File: config.mk
export PLATFORM = sky130hd
export DESIGN_NAME = flash_buffered_program_sequencer
export DESIGN_NICKNAME = d
export VERILOG_FILES = /design/src/sv/fsp_pkg.sv /design/src/sv/fsp_front.sv /design/src/sv/fsp_queue.sv /design/src/sv/fsp_back.sv /design/src/sv/flash_buffered_program_sequencer.sv
export SDC_FILE = /design/constraint.sdc
export NUM_CORES = 1
export LEC_CHECK = 0
export ABC_AREA = 0
export BUFFER_PORTS_ARGS = -buffer_cell sky130_fd_sc_hd__buf_2
export CAP_MARGIN = 20
export CORE_MARGIN = 8
export CORE_UTILIZATION = 50
export CTS_CLUSTER_DIAMETER = 60
export DETAILED_ROUTE_END_ITERATION = 6
export PLACE_DENSITY = 0.68
export REMOVE_ABC_BUFFERS = 1
export SLEW_MARGIN = 25
export SYNTH_ARGS = -nofsm -noshare
export SYNTH_HDL_FRONTEND = slang
export SYNTH_SLANG_ARGS = --single-unit
File: constraint.sdc
create_clock -name clk -period 4.7 [get_ports clk]
set_input_delay 0.94 -clock clk [delete_from_list [all_inputs] [get_ports clk]]
set_output_delay 0.94 -clock clk [all_outputs]
set_load 0.03 [all_outputs]
File: src/sv/fsp_pkg.sv
// shared types, constants and helpers of the buffered flash program sequencer
package fsp_pkg;

  localparam int ADDR_W  = 32;
  localparam int LEN_W   = 18;
  localparam int LIM_W   = 20;
  localparam int OFF_W   = 17;
  localparam int WORD_W  = 16;
  localparam int CMD_W   = 2;
  localparam int CIDX_W  = 2;
  localparam int CFG_W   = 32;

  localparam int DEF_BUFFER_WORDS     = 32;
  localparam int DEF_MAX_LENGTH_BYTES = 131072;
  localparam int DEF_QUEUE_DEPTH      = 4;

  localparam logic [ADDR_W-1:0] RST_BASE_ADDRESS  = 32'h0000_0000;
  localparam logic [LEN_W-1:0]  RST_LENGTH_BYTES  = 18'd64;
  localparam logic [LIM_W-1:0]  RST_TIMEOUT_LIMIT = 20'h50000;

  localparam logic [WORD_W-1:0] OP_CLEAR_STATUS = 16'h0050;
  localparam logic [WORD_W-1:0] OP_BUFFER_WRITE = 16'h00E8;
  localparam logic [WORD_W-1:0] OP_CONFIRM      = 16'h00D0;
  localparam logic [WORD_W-1:0] OP_READ_ARRAY   = 16'h00FF;
  localparam int                STATUS_READY_BIT = 7;

  localparam logic [CIDX_W-1:0] CFG_BASE_ADDRESS  = 2'd0;
  localparam logic [CIDX_W-1:0] CFG_LENGTH_BYTES  = 2'd1;
  localparam logic [CIDX_W-1:0] CFG_TIMEOUT_LIMIT = 2'd2;

  typedef enum logic [1:0] {
    CMD_START  = 2'd0,
    CMD_FLASH  = 2'd1,
    CMD_SOURCE = 2'd2
  } command_t;

  typedef enum logic [1:0] {
    KIND_WRITE = 2'd0,
    KIND_READ  = 2'd1,
    KIND_FETCH = 2'd2,
    KIND_DONE  = 2'd3
  } kind_t;

  typedef enum logic [1:0] {
    OUTCOME_OK       = 2'd0,
    OUTCOME_TIMEOUT  = 2'd1,
    OUTCOME_MISMATCH = 2'd2
  } outcome_t;

  typedef enum logic [2:0] {
    PH_IDLE,
    PH_POLL_SETUP,
    PH_DATA,
    PH_POLL_CONFIRM,
    PH_TIMEOUT_READ,
    PH_VERIFY_FLASH,
    PH_VERIFY_SOURCE
  } phase_t;

  // one entry per accepted item that has results
  typedef enum logic [3:0] {
    ACT_START_ZERO,
    ACT_START,
    ACT_SETUP_OK,
    ACT_CONF_NEXT,
    ACT_CONF_VERIFY,
    ACT_POLL,
    ACT_TIMEOUT_DONE,
    ACT_DATA_NEXT,
    ACT_DATA_LAST,
    ACT_VFETCH,
    ACT_MISMATCH,
    ACT_VNEXT,
    ACT_VDONE
  } action_t;

  typedef struct packed {
    action_t           action;
    logic [ADDR_W-1:0] addr;
    logic [OFF_W-1:0]  idx;
    logic [WORD_W-1:0] data;
    logic [LEN_W-1:0]  detail;
  } fsp_rec_t;

  function automatic logic [1:0] rec_count(action_t a);
    logic [1:0] n;
    unique case (a)
      ACT_POLL, ACT_VFETCH, ACT_VNEXT:                               n = 2'd1;
      ACT_SETUP_OK, ACT_CONF_VERIFY, ACT_TIMEOUT_DONE, ACT_DATA_NEXT,
      ACT_MISMATCH, ACT_VDONE:                                       n = 2'd2;
      default:                                                       n = 2'd3;
    endcase
    return n;
  endfunction

  function automatic logic [ADDR_W-1:0] flash_at(logic [ADDR_W-1:0] base,
                                                 logic [OFF_W-1:0] off);
    return base + {{(ADDR_W-OFF_W-1){1'b0}}, off, 1'b0};
  endfunction

endpackage

File: src/sv/fsp_front.sv
// front end: accepts input words, runs the command sequence, queues result entries
module fsp_front
  import fsp_pkg::*;
#(
  parameter int BUFFER_WORDS     = DEF_BUFFER_WORDS,
  parameter int MAX_LENGTH_BYTES = DEF_MAX_LENGTH_BYTES
) (
  input  logic              clk,
  input  logic              rst,
  input  logic              in_valid,
  output logic              in_ready,
  input  logic [CMD_W-1:0]  in_command,
  input  logic [WORD_W-1:0] in_value,
  input  logic [ADDR_W-1:0] base_address,
  input  logic [LEN_W-1:0]  length_bytes,
  input  logic [LIM_W-1:0]  timeout_limit,
  input  logic              full,
  output logic              push,
  output fsp_rec_t          push_rec
);

  localparam int BI_W = (BUFFER_WORDS > 1) ? $clog2(BUFFER_WORDS) : 1;
  localparam logic [LEN_W-1:0]  MAX_LEN   = LEN_W'(MAX_LENGTH_BYTES);
  localparam logic [LEN_W-1:0]  BUF_BYTES = LEN_W'(2 * BUFFER_WORDS);
  localparam logic [BI_W-1:0]   LAST_IDX  = BI_W'(BUFFER_WORDS - 1);
  localparam logic [WORD_W-1:0] COUNT_OP  = WORD_W'(BUFFER_WORDS - 1);

  phase_t            phase, phase_next;
  logic [LEN_W-1:0]  program_remaining, program_remaining_next;
  logic [LIM_W-1:0]  poll_countdown, poll_countdown_next;
  logic [BI_W-1:0]   buffer_word_index, buffer_word_index_next;
  logic [OFF_W-1:0]  write_offset, write_offset_next;
  logic [LEN_W-1:0]  verify_remaining, verify_remaining_next;
  logic [OFF_W-1:0]  verify_offset, verify_offset_next;
  logic [WORD_W-1:0] held_flash_word, held_flash_word_next;

  logic             accept;
  logic [LEN_W-1:0] len_sat;
  logic [LIM_W-1:0] count_dec;
  logic [LEN_W-1:0] vr_dec;
  logic [OFF_W-1:0] vo_inc;

  assign in_ready  = !full;
  assign accept    = in_valid && !full;
  assign len_sat   = (length_bytes > MAX_LEN) ? MAX_LEN : length_bytes;
  assign count_dec = poll_countdown - LIM_W'(1);
  assign vr_dec    = (verify_remaining > LEN_W'(2)) ? verify_remaining - LEN_W'(2) : '0;
  assign vo_inc    = verify_offset + OFF_W'(1);

  always_ff @(posedge clk) begin
    if (rst) begin
      phase             <= PH_IDLE;
      program_remaining <= '0;
      poll_countdown    <= '0;
      buffer_word_index <= '0;
      write_offset      <= '0;
      verify_remaining  <= '0;
      verify_offset     <= '0;
      held_flash_word   <= '0;
    end else begin
      phase             <= phase_next;
      program_remaining <= program_remaining_next;
      poll_countdown    <= poll_countdown_next;
      buffer_word_index <= buffer_word_index_next;
      write_offset      <= write_offset_next;
      verify_remaining  <= verify_remaining_next;
      verify_offset     <= verify_offset_next;
      held_flash_word   <= held_flash_word_next;
    end
  end

  always_comb begin
    phase_next             = phase;
    program_remaining_next = program_remaining;
    poll_countdown_next    = poll_countdown;
    buffer_word_index_next = buffer_word_index;
    write_offset_next      = write_offset;
    verify_remaining_next  = verify_remaining;
    verify_offset_next     = verify_offset;
    held_flash_word_next   = held_flash_word;
    push                   = 1'b0;
    push_rec               = '0;
    if (accept) begin
      unique case (phase)
        PH_IDLE: begin
          if (in_command == CMD_START) begin
            program_remaining_next = len_sat;
            verify_remaining_next  = len_sat;
            write_offset_next      = '0;
            verify_offset_next     = '0;
            buffer_word_index_next = '0;
            push                   = 1'b1;
            if (len_sat == '0) begin
              push_rec.action = ACT_START_ZERO;
            end else begin
              push_rec.action     = ACT_START;
              phase_next          = PH_POLL_SETUP;
              poll_countdown_next = timeout_limit;
            end
          end
        end
        PH_POLL_SETUP, PH_POLL_CONFIRM: begin
          if (in_command == CMD_FLASH) begin
            push = 1'b1;
            if (in_value[STATUS_READY_BIT]) begin
              if (phase == PH_POLL_SETUP) begin
                push_rec.action        = ACT_SETUP_OK;
                push_rec.data          = COUNT_OP;
                push_rec.idx           = write_offset;
                buffer_word_index_next = '0;
                phase_next             = PH_DATA;
              end else if (program_remaining != '0) begin
                push_rec.action     = ACT_CONF_NEXT;
                phase_next          = PH_POLL_SETUP;
                poll_countdown_next = timeout_limit;
              end else begin
                push_rec.action    = ACT_CONF_VERIFY;
                push_rec.addr      = flash_at(base_address, '0);
                verify_offset_next = '0;
                phase_next         = PH_VERIFY_FLASH;
              end
            end else begin
              poll_countdown_next = count_dec;
              push_rec.action     = ACT_POLL;
              if (count_dec == '0) begin
                push_rec.addr = flash_at(base_address, write_offset);
                phase_next    = PH_TIMEOUT_READ;
              end else begin
                push_rec.addr = base_address;
              end
            end
          end
        end
        PH_TIMEOUT_READ: begin
          if (in_command == CMD_FLASH) begin
            push            = 1'b1;
            push_rec.action = ACT_TIMEOUT_DONE;
            push_rec.detail = LEN_W'(in_value);
            phase_next      = PH_IDLE;
          end
        end
        PH_DATA: begin
          if (in_command == CMD_SOURCE) begin
            push                   = 1'b1;
            push_rec.addr          = flash_at(base_address, write_offset);
            push_rec.data          = in_value;
            push_rec.idx           = write_offset + OFF_W'(1);
            write_offset_next      = write_offset + OFF_W'(1);
            buffer_word_index_next = buffer_word_index + BI_W'(1);
            if (buffer_word_index == LAST_IDX) begin
              push_rec.action        = ACT_DATA_LAST;
              program_remaining_next = (program_remaining > BUF_BYTES) ?
                                       program_remaining - BUF_BYTES : '0;
              phase_next             = PH_POLL_CONFIRM;
              poll_countdown_next    = timeout_limit;
            end else begin
              push_rec.action = ACT_DATA_NEXT;
            end
          end
        end
        PH_VERIFY_FLASH: begin
          if (in_command == CMD_FLASH) begin
            push                 = 1'b1;
            push_rec.action      = ACT_VFETCH;
            push_rec.idx         = verify_offset;
            held_flash_word_next = in_value;
            phase_next           = PH_VERIFY_SOURCE;
          end
        end
        PH_VERIFY_SOURCE: begin
          if (in_command == CMD_SOURCE) begin
            push = 1'b1;
            if (held_flash_word != in_value) begin
              push_rec.action = ACT_MISMATCH;
              push_rec.detail = verify_remaining;
              phase_next      = PH_IDLE;
            end else begin
              verify_remaining_next = vr_dec;
              verify_offset_next    = vo_inc;
              if (vr_dec != '0) begin
                push_rec.action = ACT_VNEXT;
                push_rec.addr   = flash_at(base_address, vo_inc);
                phase_next      = PH_VERIFY_FLASH;
              end else begin
                push_rec.action = ACT_VDONE;
                phase_next      = PH_IDLE;
              end
            end
          end
        end
        default: begin
          phase_next = PH_IDLE;
        end
      endcase
    end
  end

endmodule

File: src/sv/fsp_queue.sv
// short queue of result entries between front and back
module fsp_queue
  import fsp_pkg::*;
#(
  parameter int DEPTH = DEF_QUEUE_DEPTH
) (
  input  logic     clk,
  input  logic     rst,
  input  logic     push,
  input  fsp_rec_t push_rec,
  output logic     full,
  input  logic     pop,
  output logic     q_valid,
  output fsp_rec_t q_rec
);

  localparam int PTR_W = (DEPTH > 1) ? $clog2(DEPTH) : 1;
  localparam int CNT_W = $clog2(DEPTH + 1);

  fsp_rec_t         mem [DEPTH];
  logic [PTR_W-1:0] wr_ptr, rd_ptr;
  logic [CNT_W-1:0] count;

  assign full    = (count == CNT_W'(DEPTH));
  assign q_valid = (count != '0);
  assign q_rec   = mem[rd_ptr];

  always_ff @(posedge clk) begin
    if (push) begin
      mem[wr_ptr] <= push_rec;
    end
  end

  always_ff @(posedge clk) begin
    if (rst) begin
      wr_ptr <= '0;
      rd_ptr <= '0;
      count  <= '0;
    end else begin
      if (push) begin
        wr_ptr <= (wr_ptr == PTR_W'(DEPTH - 1)) ? '0 : wr_ptr + PTR_W'(1);
      end
      if (pop) begin
        rd_ptr <= (rd_ptr == PTR_W'(DEPTH - 1)) ? '0 : rd_ptr + PTR_W'(1);
      end
      if (push && !pop) begin
        count <= count + CNT_W'(1);
      end else if (pop && !push) begin
        count <= count - CNT_W'(1);
      end
    end
  end

  a_no_push_full: assert property (@(posedge clk) disable iff (rst) !(push && full))
    else $error("queue push while full");
  a_no_pop_empty: assert property (@(posedge clk) disable iff (rst) !(pop && !q_valid))
    else $error("queue pop while empty");
  a_count_bound: assert property (@(posedge clk) disable iff (rst)
    count <= CNT_W'(DEPTH))
    else $error("queue count out of range");

endmodule

File: src/sv/fsp_back.sv
// back end: expands each queued entry into result words through an output register
module fsp_back
  import fsp_pkg::*;
(
  input  logic              clk,
  input  logic              rst,
  input  logic              q_valid,
  input  fsp_rec_t          q_rec,
  output logic              pop,
  input  logic [ADDR_W-1:0] base_address,
  output logic              m_valid,
  input  logic              m_ready,
  output kind_t             m_kind,
  output logic [ADDR_W-1:0] m_address,
  output logic [OFF_W-1:0]  m_source_index,
  output logic [WORD_W-1:0] m_data,
  output outcome_t          m_outcome,
  output logic [LEN_W-1:0]  m_detail,
  output logic              m_last
);

  logic [1:0]        step;
  logic              load;
  logic              last_step;
  kind_t             r_kind;
  logic [ADDR_W-1:0] r_address;
  logic [OFF_W-1:0]  r_index;
  logic [WORD_W-1:0] r_data;
  outcome_t          r_outcome;
  logic [LEN_W-1:0]  r_detail;

  assign last_step = (step == (rec_count(q_rec.action) - 2'd1));
  assign load      = q_valid && (!m_valid || m_ready);
  assign pop       = load && last_step;

  always_comb begin
    r_kind    = KIND_WRITE;
    r_address = base_address;
    r_index   = '0;
    r_data    = '0;
    r_outcome = OUTCOME_OK;
    r_detail  = '0;
    unique case (q_rec.action)
      ACT_START_ZERO, ACT_START: begin
        if (step == 2'd0) begin
          r_data = OP_CLEAR_STATUS;
        end else if (step == 2'd1) begin
          r_data = (q_rec.action == ACT_START) ? OP_BUFFER_WRITE : OP_READ_ARRAY;
        end else if (q_rec.action == ACT_START) begin
          r_kind = KIND_READ;
        end else begin
          r_kind    = KIND_DONE;
          r_address = '0;
        end
      end
      ACT_SETUP_OK, ACT_DATA_NEXT: begin
        if (step == 2'd0) begin
          r_data = q_rec.data;
          if (q_rec.action == ACT_DATA_NEXT) begin
            r_address = q_rec.addr;
          end
        end else begin
          r_kind    = KIND_FETCH;
          r_address = '0;
          r_index   = q_rec.idx;
        end
      end
      ACT_CONF_NEXT: begin
        if (step == 2'd0) begin
          r_data = OP_READ_ARRAY;
        end else if (step == 2'd1) begin
          r_data = OP_BUFFER_WRITE;
        end else begin
          r_kind = KIND_READ;
        end
      end
      ACT_CONF_VERIFY: begin
        if (step == 2'd0) begin
          r_data = OP_READ_ARRAY;
        end else begin
          r_kind    = KIND_READ;
          r_address = q_rec.addr;
        end
      end
      ACT_POLL, ACT_VNEXT: begin
        r_kind    = KIND_READ;
        r_address = q_rec.addr;
      end
      ACT_TIMEOUT_DONE, ACT_MISMATCH, ACT_VDONE: begin
        if (step == 2'd0) begin
          r_data = OP_READ_ARRAY;
        end else begin
          r_kind    = KIND_DONE;
          r_address = '0;
          r_detail  = q_rec.detail;
          if (q_rec.action == ACT_TIMEOUT_DONE) begin
            r_outcome = OUTCOME_TIMEOUT;
          end else if (q_rec.action == ACT_MISMATCH) begin
            r_outcome = OUTCOME_MISMATCH;
          end
        end
      end
      ACT_DATA_LAST: begin
        if (step == 2'd0) begin
          r_address = q_rec.addr;
          r_data    = q_rec.data;
        end else if (step == 2'd1) begin
          r_data = OP_CONFIRM;
        end else begin
          r_kind = KIND_READ;
        end
      end
      ACT_VFETCH: begin
        r_kind    = KIND_FETCH;
        r_address = '0;
        r_index   = q_rec.idx;
      end
      default: begin
        r_kind = KIND_WRITE;
      end
    endcase
  end

  always_ff @(posedge clk) begin
    if (rst) begin
      m_valid <= 1'b0;
      step    <= '0;
    end else if (load) begin
      m_valid <= 1'b1;
      step    <= last_step ? 2'd0 : step + 2'd1;
    end else if (m_ready) begin
      m_valid <= 1'b0;
    end
  end

  always_ff @(posedge clk) begin
    if (load) begin
      m_kind         <= r_kind;
      m_address      <= r_address;
      m_source_index <= r_index;
      m_data         <= r_data;
      m_outcome      <= r_outcome;
      m_detail       <= r_detail;
      m_last         <= last_step;
    end
  end

  a_done_is_last: assert property (@(posedge clk) disable iff (rst)
    m_valid && (m_kind == KIND_DONE) |-> m_last)
    else $error("finish word not marked last");
  a_mid_entry_held: assert property (@(posedge clk) disable iff (rst)
    (step != 2'd0) |-> q_valid)
    else $error("entry left the queue before all its words went out");
  a_done_no_address: assert property (@(posedge clk) disable iff (rst)
    m_valid && (m_kind == KIND_DONE) |-> (m_address == '0))
    else $error("finish word carries an address");

endmodule

File: src/sv/flash_buffered_program_sequencer.sv
// top level: configuration registers, front end, entry queue and back end
// an input word's entry is registered in the queue, and its result words then pass the back end's output register
// throughput: one input word per cycle while the four-entry queue has room
// the back end sends one result word per cycle while m_axis_tready is high, one to three words per queued entry
// the queue between front and back sets how long the output side may stall
// reset: synchronous rst clears the sequence state and queue, registers take defaults
module flash_buffered_program_sequencer
  import fsp_pkg::*;
#(
  parameter int BUFFER_WORDS     = DEF_BUFFER_WORDS,
  parameter int MAX_LENGTH_BYTES = DEF_MAX_LENGTH_BYTES
) (
  input  logic              clk,
  input  logic              rst,
  input  logic              s_axis_tvalid,
  output logic              s_axis_tready,
  input  logic [15:0]       s_axis_tdata,   // value
  input  logic [1:0]        s_axis_tuser,   // command
  output logic              m_axis_tvalid,
  input  logic              m_axis_tready,
  output logic [87:0]       m_axis_tdata,   // address, source_index, data, outcome, detail
  output logic [1:0]        m_axis_tuser,   // kind
  output logic              m_axis_tlast,
  input  logic              cfg_we,
  input  logic [CIDX_W-1:0] cfg_index,
  input  logic [CFG_W-1:0]  cfg_data
);

  logic [ADDR_W-1:0] base_address;
  logic [LEN_W-1:0]  length_bytes;
  logic [LIM_W-1:0]  timeout_limit;

  logic              push, full, pop, q_valid;
  fsp_rec_t          push_rec, q_rec;
  kind_t             m_kind;
  outcome_t          m_outcome;
  logic [ADDR_W-1:0] m_address;
  logic [OFF_W-1:0]  m_source_index;
  logic [WORD_W-1:0] m_data;
  logic [LEN_W-1:0]  m_detail;

  always_ff @(posedge clk) begin
    if (rst) begin
      base_address  <= RST_BASE_ADDRESS;
      length_bytes  <= RST_LENGTH_BYTES;
      timeout_limit <= RST_TIMEOUT_LIMIT;
    end else if (cfg_we) begin
      if (cfg_index == CFG_BASE_ADDRESS) begin
        base_address <= cfg_data;
      end else if (cfg_index == CFG_LENGTH_BYTES) begin
        length_bytes <= cfg_data[LEN_W-1:0];
      end else if (cfg_index == CFG_TIMEOUT_LIMIT) begin
        timeout_limit <= cfg_data[LIM_W-1:0];
      end
    end
  end

  fsp_front #(
    .BUFFER_WORDS    (BUFFER_WORDS),
    .MAX_LENGTH_BYTES(MAX_LENGTH_BYTES)
  ) u_front (
    .clk          (clk),
    .rst          (rst),
    .in_valid     (s_axis_tvalid),
    .in_ready     (s_axis_tready),
    .in_command   (s_axis_tuser),
    .in_value     (s_axis_tdata),
    .base_address (base_address),
    .length_bytes (length_bytes),
    .timeout_limit(timeout_limit),
    .full         (full),
    .push         (push),
    .push_rec     (push_rec)
  );

  fsp_queue #(
    .DEPTH(DEF_QUEUE_DEPTH)
  ) u_queue (
    .clk     (clk),
    .rst     (rst),
    .push    (push),
    .push_rec(push_rec),
    .full    (full),
    .pop     (pop),
    .q_valid (q_valid),
    .q_rec   (q_rec)
  );

  fsp_back u_back (
    .clk           (clk),
    .rst           (rst),
    .q_valid       (q_valid),
    .q_rec         (q_rec),
    .pop           (pop),
    .base_address  (base_address),
    .m_valid       (m_axis_tvalid),
    .m_ready       (m_axis_tready),
    .m_kind        (m_kind),
    .m_address     (m_address),
    .m_source_index(m_source_index),
    .m_data        (m_data),
    .m_outcome     (m_outcome),
    .m_detail      (m_detail),
    .m_last        (m_axis_tlast)
  );

  assign m_axis_tuser = m_kind;
  assign m_axis_tdata = {3'b000, m_detail, m_outcome, m_data, m_source_index, m_address};

endmodule
==> impl_metrics.py <==
metrics = {
    "worst_setup_path": {
        "cpPeakStageDelay_ns": 0.40,
        "critical_path_arrival_ns": 4.44,
        "worst_setup_path_start_kind": "register",
        "cpMaxStageDelayCell": "dfxtp_1",
        "path_common_cell": "o21a_1",
        "worst_setup_path_end_kind": "register",
        "path_delay_family": "compound AO/OA/AOI/OAI gates",
        "crit_type": "register to register",
        "crit_path_cell_trace": "ha_1 -> and3_1 -> and3_1 -> nand3_1 -> xnor2_1 -> ha_1 -> o21a_1 -> o21a_1 -> o21a_1 -> o311a_1 -> and2_1 -> a22o_1 -> o221a_1 -> a31o_2",
        "cp_num_buf_inv": 0,
        "critPathRequiredTime_ns": 5.05,
        "crit_fanout": 6,
    },
    "clock_network": {
        "postCtsSetupRepairBufs": 0,
        "tritoncts": "built",
        "clk_pin_slew_ns": 0.06,
        "h-tree-depth": 3,
        "holdBufCountCts": 0,
        "cts_buffer_depth": 3,
        "cts_sinks": 632,
        "cts_resized": 0,
        "cts-buffers-inserted": 71,
        "clock_latency_ns": 0.61,
        "root_buffer": "clkbuf_16",
    },
    "timing": {
        "setup_viol": 0,
        "period_share_pct": 87.15,
        "final-hold-violation-count": 0,
        "rsz0062_at_grt": "no",
        "max_clock_freq_ghz": 0.2441,
        "slew-limit-headroom_pct": 27.62,
        "fin_skew_ns": 0.02687,
        "worst_slack_ns": 0.6040,
        "worstMarginPinSlew_ns": 1.086,
        "finalCriticalPeriod_ns": 4.096,
        "setup_tns_ns": 0,
        "final-max-slew-violation-count": 0,
    },
    "yosys": {
        "yosys.area.top_type": "edfxtp_1",
        "netlist.area_leader.share_pct": 43.05,
        "synth_area_leaders": "edfxtp_1 43%, dfxtp_1 13%, mux4_2 6.4%",
        "yosysMostFrequentCell": "edfxtp_1",
        "synth_edf_count": 436,
        "ys_seq_elements": 632,
        "synthCells": 2769,
        "ys_warn_count": 0,
        "ys_seq_area_share_pct": 55.95,
        "ys_types": 86,
        "avgSynthCellArea_um2": 10.98,
        "async_reset_ff_share_pct": 0,
        "synth_flop_cell": "edfxtp_1",
        "netlist_top_cells_count": "436 x edfxtp_1, 346 x nand2_1, 230 x a21oi_1",
        "synth_area_mm2": 0.03041,
    },
    "grt": {
        "grt_pass1_wl_um": 135000,
        "grtUsageMet1_pct": 35.02,
        "busiest_layer": "met2",
        "antenna_found_initial": 3,
        "grt_pass1_vias": 22307,
        "grtUsageMet3_pct": 4.266,
        "grt_use_met2_pct": 39.11,
        "grt_max_degree": 195,
        "grt_overflow": 0,
        "track_usage_pct": 24.85,
    },
    "placement": {
        "port_buffers": 146,
        "pre_cts_ws_ns": 0.7038,
        "dp_hpwl_um": 61820,
        "dp_cells": 3593,
        "gp_congestion": 0.9618,
    },
    "die": {
        "rows": 90,
        "die_area_mm2": 0.06897,
        "start_util_pct": 50.48,
        "die_h_um": 262.6,
        "die_w_um": 262.6,
        "boundaryPins": 150,
        "core_mm2": 0.06025,
    },
    "final_layout": {
        "final_cell_count_no_fill": 3725,
        "synthToLayoutAreaGrowth_pct": 13.18,
        "drive_above_1_share_pct": 15.13,
        "nNetsFinal": 2997,
    },
    "power": {
        "p_leak_nw": 12.04,
        "ir_drop_mv": 0.3439,
        "p_per_area_mw_per_mm2": 488.4,
        "power_w": 0.01681,
    },
    "status": {
        "outcome": "completed",
    },
    "detailed_routing": {
        "vias_per_cell": 6.186,
        "routed_wl_um": 88310,
        "drt-initial-drc-count": 2560,
        "wire_per_inst_um": 23.71,
        "firstDrtPassIters": 6,
        "vias": 23042,
        "antenna_left": 0,
        "drc": 0,
    },
    "min_path": {
        "hold_path.class": "register to register",
    },
    "flow_run": {
        "drv_cap": 0,
    },
}
[worst register-to-register path: stages (launching register included)]
cell and delay (ns):
dfxtp_1 0.40, ha_1 0.28, and3_1 0.26, and3_1 0.32, nand3_1 0.13, xnor2_1 0.22, ha_1 0.35, o21a_1 0.20
o21a_1 0.16, o21a_1 0.18, o311a_1 0.35, and2_1 0.24, a22o_1 0.25, o221a_1 0.25, a31o_2 0.24
[flip-flops by register name, summed over array words and instances, names as in the netlist, 2 cells and up, named ones only]
name and cells:
u_front.verify_offset 17, u_front.verify_remaining 18, u_back.m_source_index 17, u_front.write_offset 17, u_back.m_address 32, length_bytes 18
u_back.m_kind 2, u_back.m_detail 18, u_queue.mem 348, u_front.poll_countdown 20, u_queue.rd_ptr 2, u_front.phase 3
u_front.held_flash_word 16, u_queue.wr_ptr 2, u_queue.count 3, timeout_limit 20, u_back.m_outcome 2, base_address 32
u_back.step 2, u_front.buffer_word_index 5, u_front.program_remaining 18, u_back.m_data 16
[layer usage]
metal  vias to the layer above  wire, um
met5                         -        12
met4                         2      2406
li1                      10562         -
met3                       149      6607
met2                       949     40310
met1                     11380     38980
[cell usage in the layout (no fill, tap or decap), drive strengths merged, types with 35 or more instances in the layout]
cell type / n
xnor2: 53
mux4: 87
xor2: 35
nand3: 84
nor2b: 37
a21oi: 230
clkbuf: 95
inv: 86
nor2: 213
dfxtp: 196
a22oi: 70
and3: 66
ha: 53
o21ai: 162
nor3: 50
nand2: 346
edfxtp: 436
buf: 212
[cell families after synthesis]
logic type      count (synthesis)  share of synthesized area (%)
xor+xnor                       88                          2.534
flops                         632                          55.95
compound gates                669                          13.66
simple gates                  957                          14.91
fa+ha+maj                      56                          2.378
mux                           112                          7.303
buf+inv                       254                          3.246
other cells                     1                        0.01233
[metrics by stage]
step / instance area (um2) / hold WS (ns) / util [%]
2_1_floorplan: 29740 / 0.4271 / -
3_3_place_gp: 32120 / 0.4434 / 53.31
3_5_place_dp: 32120 / 0.4476 / 53.31
4_1_cts: 34410 / 0.4561 / 57.12
5_1_grt: 34420 / 0.4787 / 57.13
6_report: 34420 / 0.4586 / 57.13
[report_power, final]
group,internal [W],switching [W]
registers,0.00676,0.000289
logic,0.00132,0.00300
clock network,0.00320,0.00224
total,0.0113,0.00552
[final timing paths]
kind | startpoint | end | slack [ns] | cells past startpoint
max reg2reg | u_front.verify_offset[1] | u_queue.mem[0][70] | 0.60 | 14
min reg2reg | timeout_limit[14] | timeout_limit[14] | 0.46 | 2
max | u_front.verify_offset[1] | u_queue.mem[0][70] | 0.60 | 14
min | timeout_limit[14] | timeout_limit[14] | 0.46 | 2
[cell type report]
class | instances | area (um2)
fill | 4964 | 25830
sequential | 632 | 17020
multi-input combinational | 1885 | 12480
clock buffer | 95 | 1982
timing repair buffer | 212 | 1333
tap | 782 | 978.4
clock inverter | 35 | 311.5
inverter | 82 | 310.3
antenna | 2 | 5.005
No activity file was read; power rests on OpenSTA's default activity.
